`config.mk`:
```
export PLATFORM = sky130hd
export DESIGN_NAME = msb_first_bit_packer_top
export DESIGN_NICKNAME = d
export VERILOG_FILES = /design/src/rtl/msbbp_pkg.sv /design/src/rtl/msb_first_bit_packer_top.sv
export SDC_FILE = /design/constraint.sdc
export NUM_CORES = 1
export LEC_CHECK = 0
export BUFFER_PORTS_ARGS = -buffer_cell sky130_fd_sc_hd__buf_2
export CORE_MARGIN = 4
export CORE_UTILIZATION = 45
export CTS_CLUSTER_DIAMETER = 30
export DETAILED_ROUTE_END_ITERATION = 12
export PLACE_DENSITY_LB_ADDON = 0.12
export SYNTH_ARGS = -nofsm -noshare
export SYNTH_HDL_FRONTEND = slang
export SYNTH_SLANG_ARGS = --single-unit
export TNS_END_PERCENT = 30
```
`constraint.sdc`:
```
create_clock -name clk -period 5.7 [get_ports clk]
set_input_delay 0.57 -clock clk [delete_from_list [all_inputs] [get_ports clk]]
set_output_delay 0.57 -clock clk [all_outputs]
set_load 0.02 [all_outputs]
```
`src/rtl/msbbp_pkg.sv`:
```
`timescale 1ns / 1ps
// Shared constants, result type and width clamp for the MSB-first bit packer.
// No dependencies.

package msbbp_pkg;

    localparam int WORD_BITS  = 32;
    localparam int VALUE_W    = 16;
    localparam int WIDTH_W    = 5;
    localparam int FREE_W     = 6;
    localparam int QUEUE_DEPTH = 4;
    localparam int QPTR_W     = 2;
    localparam int QCNT_W     = 3;

    localparam logic [WIDTH_W-1:0] BPV_RESET = WIDTH_W'(16);
    localparam logic [WIDTH_W-1:0] BPV_MAX   = WIDTH_W'(16);
    localparam logic [WIDTH_W-1:0] BPV_MIN   = WIDTH_W'(1);
    localparam logic [FREE_W-1:0]  FREE_FULL = FREE_W'(WORD_BITS);

    typedef struct packed {
        logic [WORD_BITS-1:0] packed_word;
        logic                 end_of_stream;
    } result_t;

    // saturate the programmed width into 1..16
    function automatic logic [WIDTH_W-1:0] clamp_width(input logic [WIDTH_W-1:0] w);
        logic [WIDTH_W-1:0] r;
        if (w == '0)
            r = BPV_MIN;
        else if (w > BPV_MAX)
            r = BPV_MAX;
        else
            r = w;
        return r;
    endfunction

endpackage

```
`src/rtl/msb_first_bit_packer_top.sv`:
```
`timescale 1ns / 1ps
// Top level of the MSB-first variable-width bit packer.
// Depends on msbbp_pkg.

// Takes one 16-bit value per cycle while s_tready is high and packs its low
// bits_per_value bits (0 reads as 1, 17..31 as 16) MSB first into 32-bit
// words, bit 31 first. A full word leaves on m_tdata; the value marked by
// s_tlast flushes the partial word left-aligned with zero padding and marks
// it with m_tlast, after which packing restarts from an empty word. Each
// accepted transaction updates the accumulator in the same cycle and writes
// its zero, one or two words into a four-entry output queue; the first word
// is visible in the cycle after acceptance. The input side sustains one
// transaction per cycle while s_tready is high and the output side one word
// per cycle while m_tready is high. s_tready is low while the queue has fewer
// than two free entries. cfg_ready is always high; write bits_per_value only
// while the stream is idle.
module msb_first_bit_packer_top (
    input  logic        clk,
    input  logic        rst_n,
    // configuration
    input  logic        cfg_valid,
    output logic        cfg_ready,
    input  logic [4:0]  cfg_data,   // [4:0] bits_per_value
    // input stream
    input  logic        s_tvalid,
    output logic        s_tready,
    input  logic [15:0] s_tdata,    // [15:0] value
    input  logic        s_tlast,    // last_value
    // output stream
    output logic        m_tvalid,
    input  logic        m_tready,
    output logic [31:0] m_tdata,    // [31:0] packed_word
    output logic        m_tlast     // end_of_stream
);

    localparam int WB = msbbp_pkg::WORD_BITS;
    localparam int VW = msbbp_pkg::VALUE_W;
    localparam int NW = msbbp_pkg::WIDTH_W;
    localparam int FW = msbbp_pkg::FREE_W;
    localparam int PW = msbbp_pkg::QPTR_W;
    localparam int CW = msbbp_pkg::QCNT_W;

    logic [NW-1:0]   bpv_reg;
    logic [WB-1:0]   acc_reg, acc_next;
    logic [FW-1:0]   free_reg, free_next;

    msbbp_pkg::result_t queue_reg [msbbp_pkg::QUEUE_DEPTH];
    logic [PW-1:0]   wr_ptr_reg, rd_ptr_reg;
    logic [CW-1:0]   count_reg, count_next;

    logic            in_fire, out_fire;
    logic [NW-1:0]   n;
    logic [VW:0]     mask_wide;
    logic [VW-1:0]   v;
    logic [WB-1:0]   v_ext;
    logic            fill;
    logic [3:0]      rest;
    logic [FW-1:0]   carry_free;
    logic [WB-1:0]   word0, carry_acc, merged_acc;
    msbbp_pkg::result_t res0, res1;
    logic [1:0]      push_n;

    assign cfg_ready = 1'b1;
    assign in_fire   = s_tvalid && s_tready;
    assign out_fire  = m_tvalid && m_tready;
    assign s_tready  = (count_reg <= CW'(msbbp_pkg::QUEUE_DEPTH - 2));
    assign m_tvalid  = (count_reg != '0);
    assign m_tdata   = queue_reg[rd_ptr_reg].packed_word;
    assign m_tlast   = queue_reg[rd_ptr_reg].end_of_stream;

    always_comb
    begin
        n          = msbbp_pkg::clamp_width(bpv_reg);
        mask_wide  = (17'd1 << n) - 17'd1;
        v          = s_tdata & mask_wide[VW-1:0];
        v_ext      = {{(WB-VW){1'b0}}, v};
        fill       = ({1'b0, n} >= free_reg);
        rest       = 4'(({1'b0, n} - free_reg));
        carry_free = FW'(WB) - {2'b00, rest};
        word0      = acc_reg | (v_ext >> rest);
        carry_acc  = (rest == '0) ? '0 : (v_ext << carry_free);
        merged_acc = acc_reg | (v_ext << (free_reg - {1'b0, n}));

        res0       = '0;
        res1       = '0;
        push_n     = 2'd0;
        acc_next   = acc_reg;
        free_next  = free_reg;

        if (in_fire)
        begin
            if (fill)
            begin
                res0.packed_word   = word0;
                res0.end_of_stream = s_tlast && (rest == '0);
                res1.packed_word   = carry_acc;
                res1.end_of_stream = 1'b1;
                push_n             = (s_tlast && (rest != '0)) ? 2'd2 : 2'd1;
                acc_next           = carry_acc;
                free_next          = carry_free;
            end
            else
            begin
                res0.packed_word   = merged_acc;
                res0.end_of_stream = 1'b1;
                push_n             = s_tlast ? 2'd1 : 2'd0;
                acc_next           = merged_acc;
                free_next          = free_reg - {1'b0, n};
            end
            if (s_tlast)
            begin
                acc_next  = '0;
                free_next = msbbp_pkg::FREE_FULL;
            end
        end

        count_next = count_reg + CW'(push_n) - CW'(out_fire);
    end

    always_ff @(posedge clk or negedge rst_n)
    begin
        if (!rst_n)
        begin
            bpv_reg    <= msbbp_pkg::BPV_RESET;
            acc_reg    <= '0;
            free_reg   <= msbbp_pkg::FREE_FULL;
            wr_ptr_reg <= '0;
            rd_ptr_reg <= '0;
            count_reg  <= '0;
        end
        else
        begin
            if (cfg_valid && cfg_ready)
                bpv_reg <= cfg_data;
            acc_reg    <= acc_next;
            free_reg   <= free_next;
            wr_ptr_reg <= wr_ptr_reg + PW'(push_n);
            if (out_fire)
                rd_ptr_reg <= rd_ptr_reg + PW'(1);
            count_reg  <= count_next;
        end
    end

    always_ff @(posedge clk)
    begin
        if (push_n != 2'd0)
            queue_reg[wr_ptr_reg] <= res0;
        if (push_n == 2'd2)
            queue_reg[wr_ptr_reg + PW'(1)] <= res1;
    end

    assert property (@(posedge clk) disable iff (!rst_n)
        count_reg <= CW'(msbbp_pkg::QUEUE_DEPTH))
        else $error("output queue overflow");

    assert property (@(posedge clk) disable iff (!rst_n)
        (free_reg != '0) && (free_reg <= msbbp_pkg::FREE_FULL))
        else $error("free bit count out of range");

    assert property (@(posedge clk) disable iff (!rst_n)
        (s_tvalid && s_tready && s_tlast) |=> (m_tvalid && (free_reg == msbbp_pkg::FREE_FULL)))
        else $error("last transaction did not flush");

    assert property (@(posedge clk) disable iff (!rst_n)
        (m_tvalid && !m_tready) |=> m_tvalid)
        else $error("queued word lost");

endmodule
```
==> results of run 1 <==
logic make-up (layout without fill, tap and decap cells):
family,after synthesis,in the layout,share of synthesized area
buffers and inverters,123,169,0.0414
adders and majority gates,17,17,0.0195
and+or+nand+nor,459,459,0.178
AOI/OAI and AO/OA,336,336,0.204
xor gates and xnor gates,12,12,0.00934
other,1,2,0.000311
muxes,78,78,0.114
DFF,182,182,0.433
cell type report:
class                      count  area (um^2)
sequential                   182         5220
clock inverter                15          209
clock buffer                  17          425
fill                        2361        12800
inverter                      30          113
timing repair buffer         107          651
tap                          335          419
multi-input combinational    904         6400
where the power goes:
group          switching, uW  internal (uW)  leakage (uW)  total [uW]
sequential               145           1720       0.00189        1870
combinational           3780           1910       0.00270        5690
clock                    644            614      0.000304        1260
total                   4570           4250       0.00489        8820
synthesized netlist by cell type, types with 5 or more instances:
| master | count | share of area |
|---|---|---|
| ha_1 | 14 | 0.015 |
| mux2i_1 | 17 | 0.014 |
| o31ai_1 | 6 | 0.0037 |
| dfrtp_1 | 48 | 0.10 |
| mux4_2 | 45 | 0.084 |
| nor2_1 | 176 | 0.055 |
| a21o_1 | 6 | 0.0037 |
| buf_2 | 21 | 0.0087 |
| o211a_1 | 6 | 0.0050 |
| edfxtp_1 | 132 | 0.33 |
| xnor2_1 | 7 | 0.0051 |
| nor2b_1 | 6 | 0.0031 |
| or2_2 | 5 | 0.0026 |
| clkbuf_1 | 54 | 0.017 |
| o211ai_1 | 40 | 0.025 |
| a211o_1 | 6 | 0.0044 |
| o21ai_1 | 6 | 0.0025 |
| and3_1 | 19 | 0.0099 |
| nor3_1 | 31 | 0.013 |
| o21a_1 | 11 | 0.0069 |
| nand2b_1 | 9 | 0.0047 |
| o221ai_1 | 7 | 0.0051 |
| o31a_1 | 5 | 0.0036 |
| o22ai_1 | 14 | 0.0073 |
| mux2_2 | 14 | 0.013 |
| nand2_1 | 106 | 0.033 |
| o2111ai_1 | 8 | 0.0058 |
| and2_1 | 13 | 0.0067 |
| inv_1 | 27 | 0.0084 |
| or3_1 | 9 | 0.0047 |
| a22oi_1 | 6 | 0.0037 |
| a211oi_1 | 16 | 0.010 |
| buf_1 | 15 | 0.0047 |
| nand3_1 | 53 | 0.022 |
| o21ai_0 | 42 | 0.017 |
| o2111a_1 | 5 | 0.0047 |
| a221oi_1 | 10 | 0.0073 |
| a22o_1 | 5 | 0.0036 |
| a311oi_1 | 8 | 0.0058 |
| a31oi_1 | 17 | 0.0088 |
| a21oi_1 | 60 | 0.025 |
final timing paths:
path	slack, ns	depth (start not counted)	to	start
worst max-delay path	0.69	12	queue_reg[1][8]	bpv_reg[4]
worst min-delay path	0.25	2	bpv_reg[0]	rst_n
worst max register to register	0.69	12	queue_reg[1][8]	bpv_reg[4]
worst min register to register	0.50	1	count_reg[2]	count_reg[2]
max in group asynchronous	4.91	2	rd_ptr_reg[0]	rst_n
min in group clk	0.33	3	bpv_reg[4]	cfg_data[4]
per-stage QoR:
step	util	power (uW)	TNS (ns)	hold slack (ns)	instance area, um^2
2_1_floorplan	-	5660	-17.64	0.274	12100
3_3_place_gp	0.488	7450	0	0.480	12800
3_5_place_dp	0.488	7430	0	0.485	12800
4_1_cts	0.513	8700	0	0.267	13400
5_1_grt	0.513	9290	0	0.304	13400
6_report	0.513	8820	0	0.253	13400
per-layer routing:
| metal | vias up | track usage | wire [um] |
|---|---|---|---|
| met4 | 0 | 0.0582 | 649 |
| met1 | 4993 | 0.390 | 17200 |
| met3 | 55 | 0.0506 | 3240 |
| met2 | 521 | 0.404 | 17600 |
| li1 | 4712 | - | - |
| met5 | - | 0 | 0 |
==> out/metrics.cfg, run 1 <==
[run_status]
outcome=finished, final reports clean

[floorplan]
dieArea_um2=29500
chipWidth_um=172
ios=63
num_rows=59
core_area_um2=26200
die_h_um=172
start_util=0.460

[timing]
final-setup-viol-count=0
fin_ws_ns=0.687
finalCritPeriodShare=0.879
tightest_slew_ns=1.11
drv_slew=0
grt_setup_unrepaired=no
period_minus_slack_ns=5.01
slew_headroom=0.256
skew_ns=0.0175
hold_viol=0
max_freq_mhz=199

[final_layout]
final_common_cell=nor2_1
largest_reg_flops=132
fin_nets=1286
final_cell_mix=174 x nor2_1, 132 x edfxtp_1, 106 x nand2_1, 61 x buf_2, 60 x a21oi_1
area_growth_pct=11.5
stdcell_count=1590
drive_above_1_share=0.194
antenna_cells=0

[worst_setup_path]
critical_path.top_delay_family=simple AND/OR/NAND/NOR gates
required_ns=5.76
cp-end-kind=flip-flop
critPathKind=reg -> reg
cpPeakStageDelay_ns=0.86
crit_chain=clkinv_1 > nand2_1 > inv_1 > fa_1 > inv_1 > ha_1 > a311oi_2 > and3_1 > inv_2 > nor2_1 > a21oi_1 > nor2_4
crit_slowest_cell=nor2_4
crit_top_cell=inv_1
cp-start-kind=flip-flop
worstPathBufferInverterCount=4
critPathMaxFanout=33
arrival_ns=5.07

[power_and_ir_drop]
p_leak_uw=0.00489
peakVddDrop_mv=0.481
p_per_area_nw_per_um2=656

[global_route]
first_global_vias=9526
grt_max_degree=51
grt-ovfl-total=0
antenna_found_initial=0
grt_pass1_wl_mm=59.0
grtUsageTotal=0.264

[place]
place_ws_ns=0.724
placed_cells=1558
port_buffers=61
place_congestion=0.968
dpl.hpwl_mm=28.1

[min_path]
min_path_type=in -> async

[synthesis]
syn_avg_cell_area_um2=9.98
yosys_most_used_dff=edfxtp_1
ys_seq_elements=182
syn_area_um2=12100
syn_inst=1208
synth_edf_count=132
yosys_warnings=0
synth_cell_types=94
async_flop_share=0.275
seq_area_frac_synth=0.433

[cts]
numCtsBuffers=17
cts_max_level=4
cts_resized=0
cts_buffer_depth=2
clk-insertion-delay-late_ns=0.45
ctsHoldBuffers=0
cts-root-buf=clkbuf_16
clkTransAtPathRegs_ns=0.09
cts_tree=yes
clkSinkCount=182
post_cts.repair.setup_buffers=0

[route]
drc=0
firstDrtPassIters=6
drt-total-wl_mm=38.7
drt_iter0_drc=1387
vias=10300
postRouteAntennaNets=0
routed_via_density=6.47
routedWlPerCell_um=24.3

[flow_run]
maxCapViolCount=0

No activity file was read; power rests on OpenSTA's default activity.
==> run 2, diff against run 1 <==
--- a/config.mk
+++ b/config.mk
@@ -11,5 +11,5 @@
 export CTS_CLUSTER_DIAMETER = 30
 export DETAILED_ROUTE_END_ITERATION = 12
-export PLACE_DENSITY_LB_ADDON = 0.12
+export PLACE_DENSITY_LB_ADDON = 0.08
 export SYNTH_ARGS = -nofsm -noshare
 export SYNTH_HDL_FRONTEND = slang
==> constraint.sdc (replaced) <==
create_clock -name clk -period 5.8 [get_ports clk]
set_input_delay 0.58 -clock clk [delete_from_list [all_inputs] [get_ports clk]]
set_output_delay 0.58 -clock clk [all_outputs]
set_load 0.005 [all_outputs]
==> run 2 against run 1 <==
Effect of this change:
- flip-flop and latch count stayed put
- combinational power shrank 5.6%
- critical path type unchanged
- largest power group unchanged
- sequential share of layout area is essentially flat
- register-to-register slack is essentially flat
- cell area about the same
- first-iteration DRC count is 11% lower
==> out/metrics.cfg, run 2 (same netlist as run 1, synthesis figures left out) <==
[timing]
tightest_slew_ns=1.30  ; +0.189 ns
skew_ns=0.0280  ; +0.0105 ns
tns_ns=0  ; unchanged
grt_setup_unrepaired=no
max_freq_mhz=196  ; -1.8%
drv_slew=0  ; unchanged
final-setup-viol-count=0  ; unchanged
period_minus_slack_ns=5.10  ; +0.0919 ns
holdWs_ns=0.297  ; +0.0439 ns
finalCritPeriodShare=0.880  ; about the same
hold_viol=0  ; unchanged
slew_headroom=0.127  ; -0.129

[cts]
cts_max_level=4  ; unchanged
clk-insertion-delay-late_ns=0.45  ; about the same
ctsHoldBuffers=0  ; unchanged
cts_buffer_depth=2  ; unchanged
cts-root-buf=clkbuf_16
post_cts.repair.setup_buffers=0  ; unchanged
cts_resized=0  ; unchanged
clkSinkCount=182  ; unchanged
cts_tree=yes
numCtsBuffers=17  ; unchanged
clkTransAtPathRegs_ns=0.08  ; about the same

[route]
routed_via_density=6.53  ; +1.0%
vias=10400  ; +1.1%
drt_iter0_drc=1229  ; -11%
postRouteAntennaNets=0  ; unchanged
firstDrtPassIters=5  ; -1
routedWlPerCell_um=25.4  ; +4.2%
drt-total-wl_mm=40.4  ; +4.3%
drc=0  ; unchanged

[place]
place_congestion=1.01  ; +4.1%
dpl.hpwl_mm=29.4  ; +4.7%
port_buffers=61  ; unchanged
placed_cell_area_um2=12800  ; +0.12%

[final_layout]
final_cell_mix=174 x nor2_1, 132 x edfxtp_1, 106 x nand2_1, 61 x buf_2, 60 x a21oi_1
finalCoreUtilization=0.512  ; about the same
fin_area_um2=13400  ; about the same
largest_reg_flops=132  ; unchanged
antenna_cells=0  ; unchanged
area_growth_pct=11.4  ; about the same
final_common_cell=nor2_1
nFillCells=2398  ; +1.6%
drive_above_1_share=0.194  ; +0.000487
fin_nets=1288  ; +0.16%

[floorplan]
dieArea_um2=29500  ; unchanged
core_area_um2=26200  ; unchanged
start_util=0.460  ; unchanged
num_rows=59  ; unchanged
die_h_um=172  ; unchanged
ios=63  ; unchanged
chipWidth_um=172  ; unchanged

[global_route]
grt_pass1_wl_mm=62.5  ; +5.9%
grt-ovfl-total=0  ; unchanged
first_global_vias=10000  ; +5.2%
antenna_found_initial=0  ; unchanged
grtUsageTotal=0.278  ; +0.0146
grt_max_degree=51  ; unchanged

[worst_setup_path]
cp-end-kind=flip-flop
critPathMaxFanout=24  ; -27%
critPathKind=reg -> reg
cp-start-kind=flip-flop
required_ns=5.98  ; +0.22 ns
arrival_ns=5.28  ; +0.21 ns

[run_status]
outcome=finished, final reports clean

[power_and_ir_drop]
p_per_area_nw_per_um2=630  ; -4.0%
peakVddDrop_mv=0.358  ; -25%
p_leak_uw=0.00489  ; about the same
total_power_uw=8450  ; -4.1%

[flow_run]
maxCapViolCount=0  ; unchanged

[min_path]
min_path_type=in -> async

run 2: cell types whose count changed in the layout (fill, tap and decap cells not counted), sizes merged:
| cell | change |
|---|---|
| clkinv | -1 |
| inv | -1 |
| buf | +2 |
| clkinvlp | +1 |
| bufinv | +1 |
run 2: path summary, 6_finish.rpt:
path                                     from                to  slack [ns]  cells past startpoint
min in group clk                  cfg_data[1]        bpv_reg[1]        0.37                      2
max in group asynchronous               rst_n     rd_ptr_reg[0]        4.95                      2
worst min-delay path                    rst_n        acc_reg[8]        0.30                      2
worst min register to register  rd_ptr_reg[1]     rd_ptr_reg[1]        0.48                      1
worst max-delay path               bpv_reg[4]  queue_reg[0][25]        0.70                     11
worst max register to register     bpv_reg[4]  queue_reg[0][25]        0.70                     11
run 2: area by class of cell:
cell class	count	area [um^2]	share of cell area
multi-input cells	904	6400	0.477
flip-flops and latches	182	5220	0.389
inverters	30	113	0.00839
repair buffers	109	666	0.0496
well taps	335	419	0.0312
clock buffers	17	425	0.0317
clock inverters	15	181	0.0135
run 2: power by group:
part / switching [uW] / internal (uW)
logic: 3540 / 1840
clock network: 605 / 622
registers: 161 / 1690
run 2: routing by layer:
layer  up-vias  track usage  wire (um)
li1       4711            -          -
met1      5110        0.419      18400
met2       496        0.414      17900
met3        80       0.0441       2950
met4         0       0.0854       1170
met5         -            0          0
run 2: worst max-delay path: stages (launching register included):
cell and delay, ns:
dfstp_2 0.76, clkinv_1 0.31, nand2_1 0.20, inv_1 0.09, fa_1 0.79, inv_1 0.12, ha_1 0.32, xnor2_1 1.05
mux4_2 0.42, nor2_1 0.05, o21ai_0 0.53, o211ai_1 0.18
run 2: metrics by stage:
stage          instances  setup WS, ns
2_1_floorplan       1209        -0.167
3_3_place_gp        1560         0.846
3_5_place_dp        1560         0.811
4_1_cts             1592         0.788
5_1_grt             1592         0.337
6_report            1592         0.695
==> run 3, diff against run 2 <==
Settings changed: CTS_BUF_LIST set to sky130_fd_sc_hd__clkbuf_2 sky130_fd_sc_hd__clkbuf_4 sky130_fd_sc_hd__clkbuf_8.
==> run 3 against run 2 <==
Effect of this change:
- largest power group unchanged
- utilization down 0.73 points
- sequential share of layout area is 0.56 points higher
- count of clock-buffer cells in the layout unchanged
- combinational power hardly changed
- sequential power about the same
- via count decreased by 0.32%
- flip-flop and latch count unchanged
- critical path depth rose by 1
- worst setup slack gained 0.0051 ns
- critical path type unchanged
- cell area shrank 1.4%
==> out/metrics.cfg, run 3 (same netlist as run 1, synthesis figures left out) <==
[run_status]
outcome=finished, final reports clean

[route]
drt_iter0_drc=1246  ; +1.4%
firstDrtPassIters=7  ; +2
routedWlPerCell_um=25.4  ; +0.11%
routed_via_density=6.51  ; -0.32%
drt-total-wl_mm=40.4  ; +0.11%
drc=0  ; unchanged
postRouteAntennaNets=0  ; unchanged
vias=10400  ; -0.32%

[worst_setup_path]
crit_chain=clkinv_1 > nand2_1 > inv_1 > fa_1 > inv_1 > ha_1 > xnor2_1 > mux2_2 > nor2_1 > a211oi_1 > or3b_1 > o211ai_1
cpPeakStageDelay_ns=1.02  ; -0.03 ns
arrival_ns=5.41  ; +0.13 ns
cp-end-kind=flip-flop
rr_worst_depth=12  ; +1
cp-start-kind=flip-flop
critical_path.top_delay_family=adder cells
crit_slowest_cell=xnor2_1
crit_top_cell=inv_1
critPathMaxFanout=24  ; unchanged
r2r_end=queue_reg[3][29]
worstPathBufferInverterCount=3  ; unchanged
critPathKind=reg -> reg
reg2reg_setup_slack_ns=0.70  ; about the same
required_ns=6.11  ; +0.13 ns
rr_startpoint=bpv_reg[4]

[global_route]
grt_use_met3=0.0432  ; -0.000919
grt-busiest-layer=met1
grt-ovfl-total=0  ; unchanged
grt_util_met2=0.415  ; about the same
grt_max_degree=51  ; unchanged
antenna_found_initial=0  ; unchanged
first_global_vias=10000  ; +0.23%
grt_pass1_wl_mm=62.4  ; -0.21%
gr-usage-met1=0.416  ; -0.00303
grtUsageTotal=0.277  ; -0.00119

[timing]
max_freq_mhz=196  ; +0.10%
tightest_slew_ns=1.26  ; -0.0421 ns
finalCritPeriodShare=0.879  ; -0.000887
grt_setup_unrepaired=no
drv_slew=0  ; unchanged
skew_ns=0.0211  ; -0.00691 ns
slew_headroom=0.155  ; +0.0283
final-setup-viol-count=0  ; unchanged
period_minus_slack_ns=5.10  ; -0.00514 ns
hold_viol=0  ; unchanged

[floorplan]
start_util=0.460  ; unchanged
ios=63  ; unchanged
core_area_um2=26200  ; unchanged
num_rows=59  ; unchanged
chipWidth_um=172  ; unchanged
die_h_um=172  ; unchanged
dieArea_um2=29500  ; unchanged

[power_and_ir_drop]
peakVddDrop_mv=0.360  ; +0.47%
p_leak_uw=0.00480  ; -1.8%
total_power_uw=8160  ; -3.5%
p_per_area_nw_per_um2=617  ; -2.1%

[place]
dpl.hpwl_mm=29.4  ; unchanged
port_buffers=61  ; unchanged
place_congestion=1.01  ; unchanged

[cts]
numCtsBuffers=17  ; unchanged
ctsHoldBuffers=0  ; unchanged
cts_buffer_depth=2  ; unchanged
cts_resized=0  ; unchanged
clkSinkCount=182  ; unchanged
cts-root-buf=clkbuf_8
clk-insertion-delay-late_ns=0.48  ; +0.03 ns
clkTransAtPathRegs_ns=0.12  ; +0.04 ns
cts_tree=yes
post_cts.repair.setup_buffers=0  ; unchanged
cts_max_level=4  ; unchanged

[final_layout]
fin_nets=1288  ; unchanged
area_growth_pct=9.77
nFillCells=2418  ; +0.83%
finalCoreUtilization=0.505  ; -0.00730
antenna_cells=0  ; unchanged
final_cell_mix=174 x nor2_1, 132 x edfxtp_1, 106 x nand2_1, 61 x buf_2, 60 x a21oi_1
drive_above_1_share=0.194  ; unchanged
largest_reg_flops=132  ; unchanged
final_common_cell=nor2_1

[flow_run]
maxCapViolCount=0  ; unchanged

[min_path]
min_path_type=in -> async

-- run 3: cell counts in the layout (fill, tap and decap cells not counted) --
No cell type changed its count.
-- run 3: report_power, final --
part           switching, uW  leakage, uW  total (uW)  internal (uW)
Sequential               161      0.00189        1850           1690
Clock                    571     0.000207         939            369
Combinational           3530      0.00271        5370           1840
-- run 3: worst register-to-register path, cell delays in order, from the launching register on --
cell	delay (ns)
dfstp_2	0.77
clkinv_1	0.31
nand2_1	0.20
inv_1	0.09
fa_1	0.79
inv_1	0.13
ha_1	0.33
xnor2_1	1.02
mux2_2	0.45
nor2_1	0.10
a211oi_1	0.08
or3b_1	0.46
o211ai_1	0.21
-- run 3: cell type report --
cell class,count,area (um^2),area share
clock buffer,17,234,0.0177
clock inverter,15,181,0.0137
inverter,30,113,0.00851
multi-input combinational,904,6400,0.484
sequential,182,5220,0.395
tap,335,419,0.0317
timing repair buffer,109,666,0.0503
-- run 3: per-layer routing --
layer  vias to the layer above  share of wire
li1                       4701              -
met1                      5126           0.46
met4                         0          0.028
met2                       463           0.44
met3                        74          0.071
met5                         -              0
-- run 3: through the flow --
stage | TNS, ns | cells | cell area [um^2] | hold slack (ns) | setup slack, ns
floorplan | -11.04 | 1209 | 12100 | 0.284 | -0.167
global route | 0 | 1592 | 13200 | 0.299 | 0.336
detailed placement | 0 | 1560 | 12800 | 0.475 | 0.811
global placement | 0 | 1560 | 12800 | 0.463 | 0.846
CTS | 0 | 1592 | 13200 | 0.266 | 0.774
finish | 0 | 1592 | 13200 | 0.260 | 0.701
-- run 3: worst max path at each step --
stage	start	endpoint	slack, ns	cells after the start
6_report	bpv_reg[4]	queue_reg[3][29]	0.70	12
4_1_cts	bpv_reg[4]	queue_reg[1][29]	0.77	12
3_3_place_gp	bpv_reg[4]	queue_reg[2][29]	0.85	12
2_1_floorplan	bpv_reg[1]	queue_reg[0][0]	-0.17	16
5_1_grt	bpv_reg[4]	queue_reg[1][26]	0.34	11
3_5_place_dp	bpv_reg[4]	queue_reg[0][25]	0.81	11
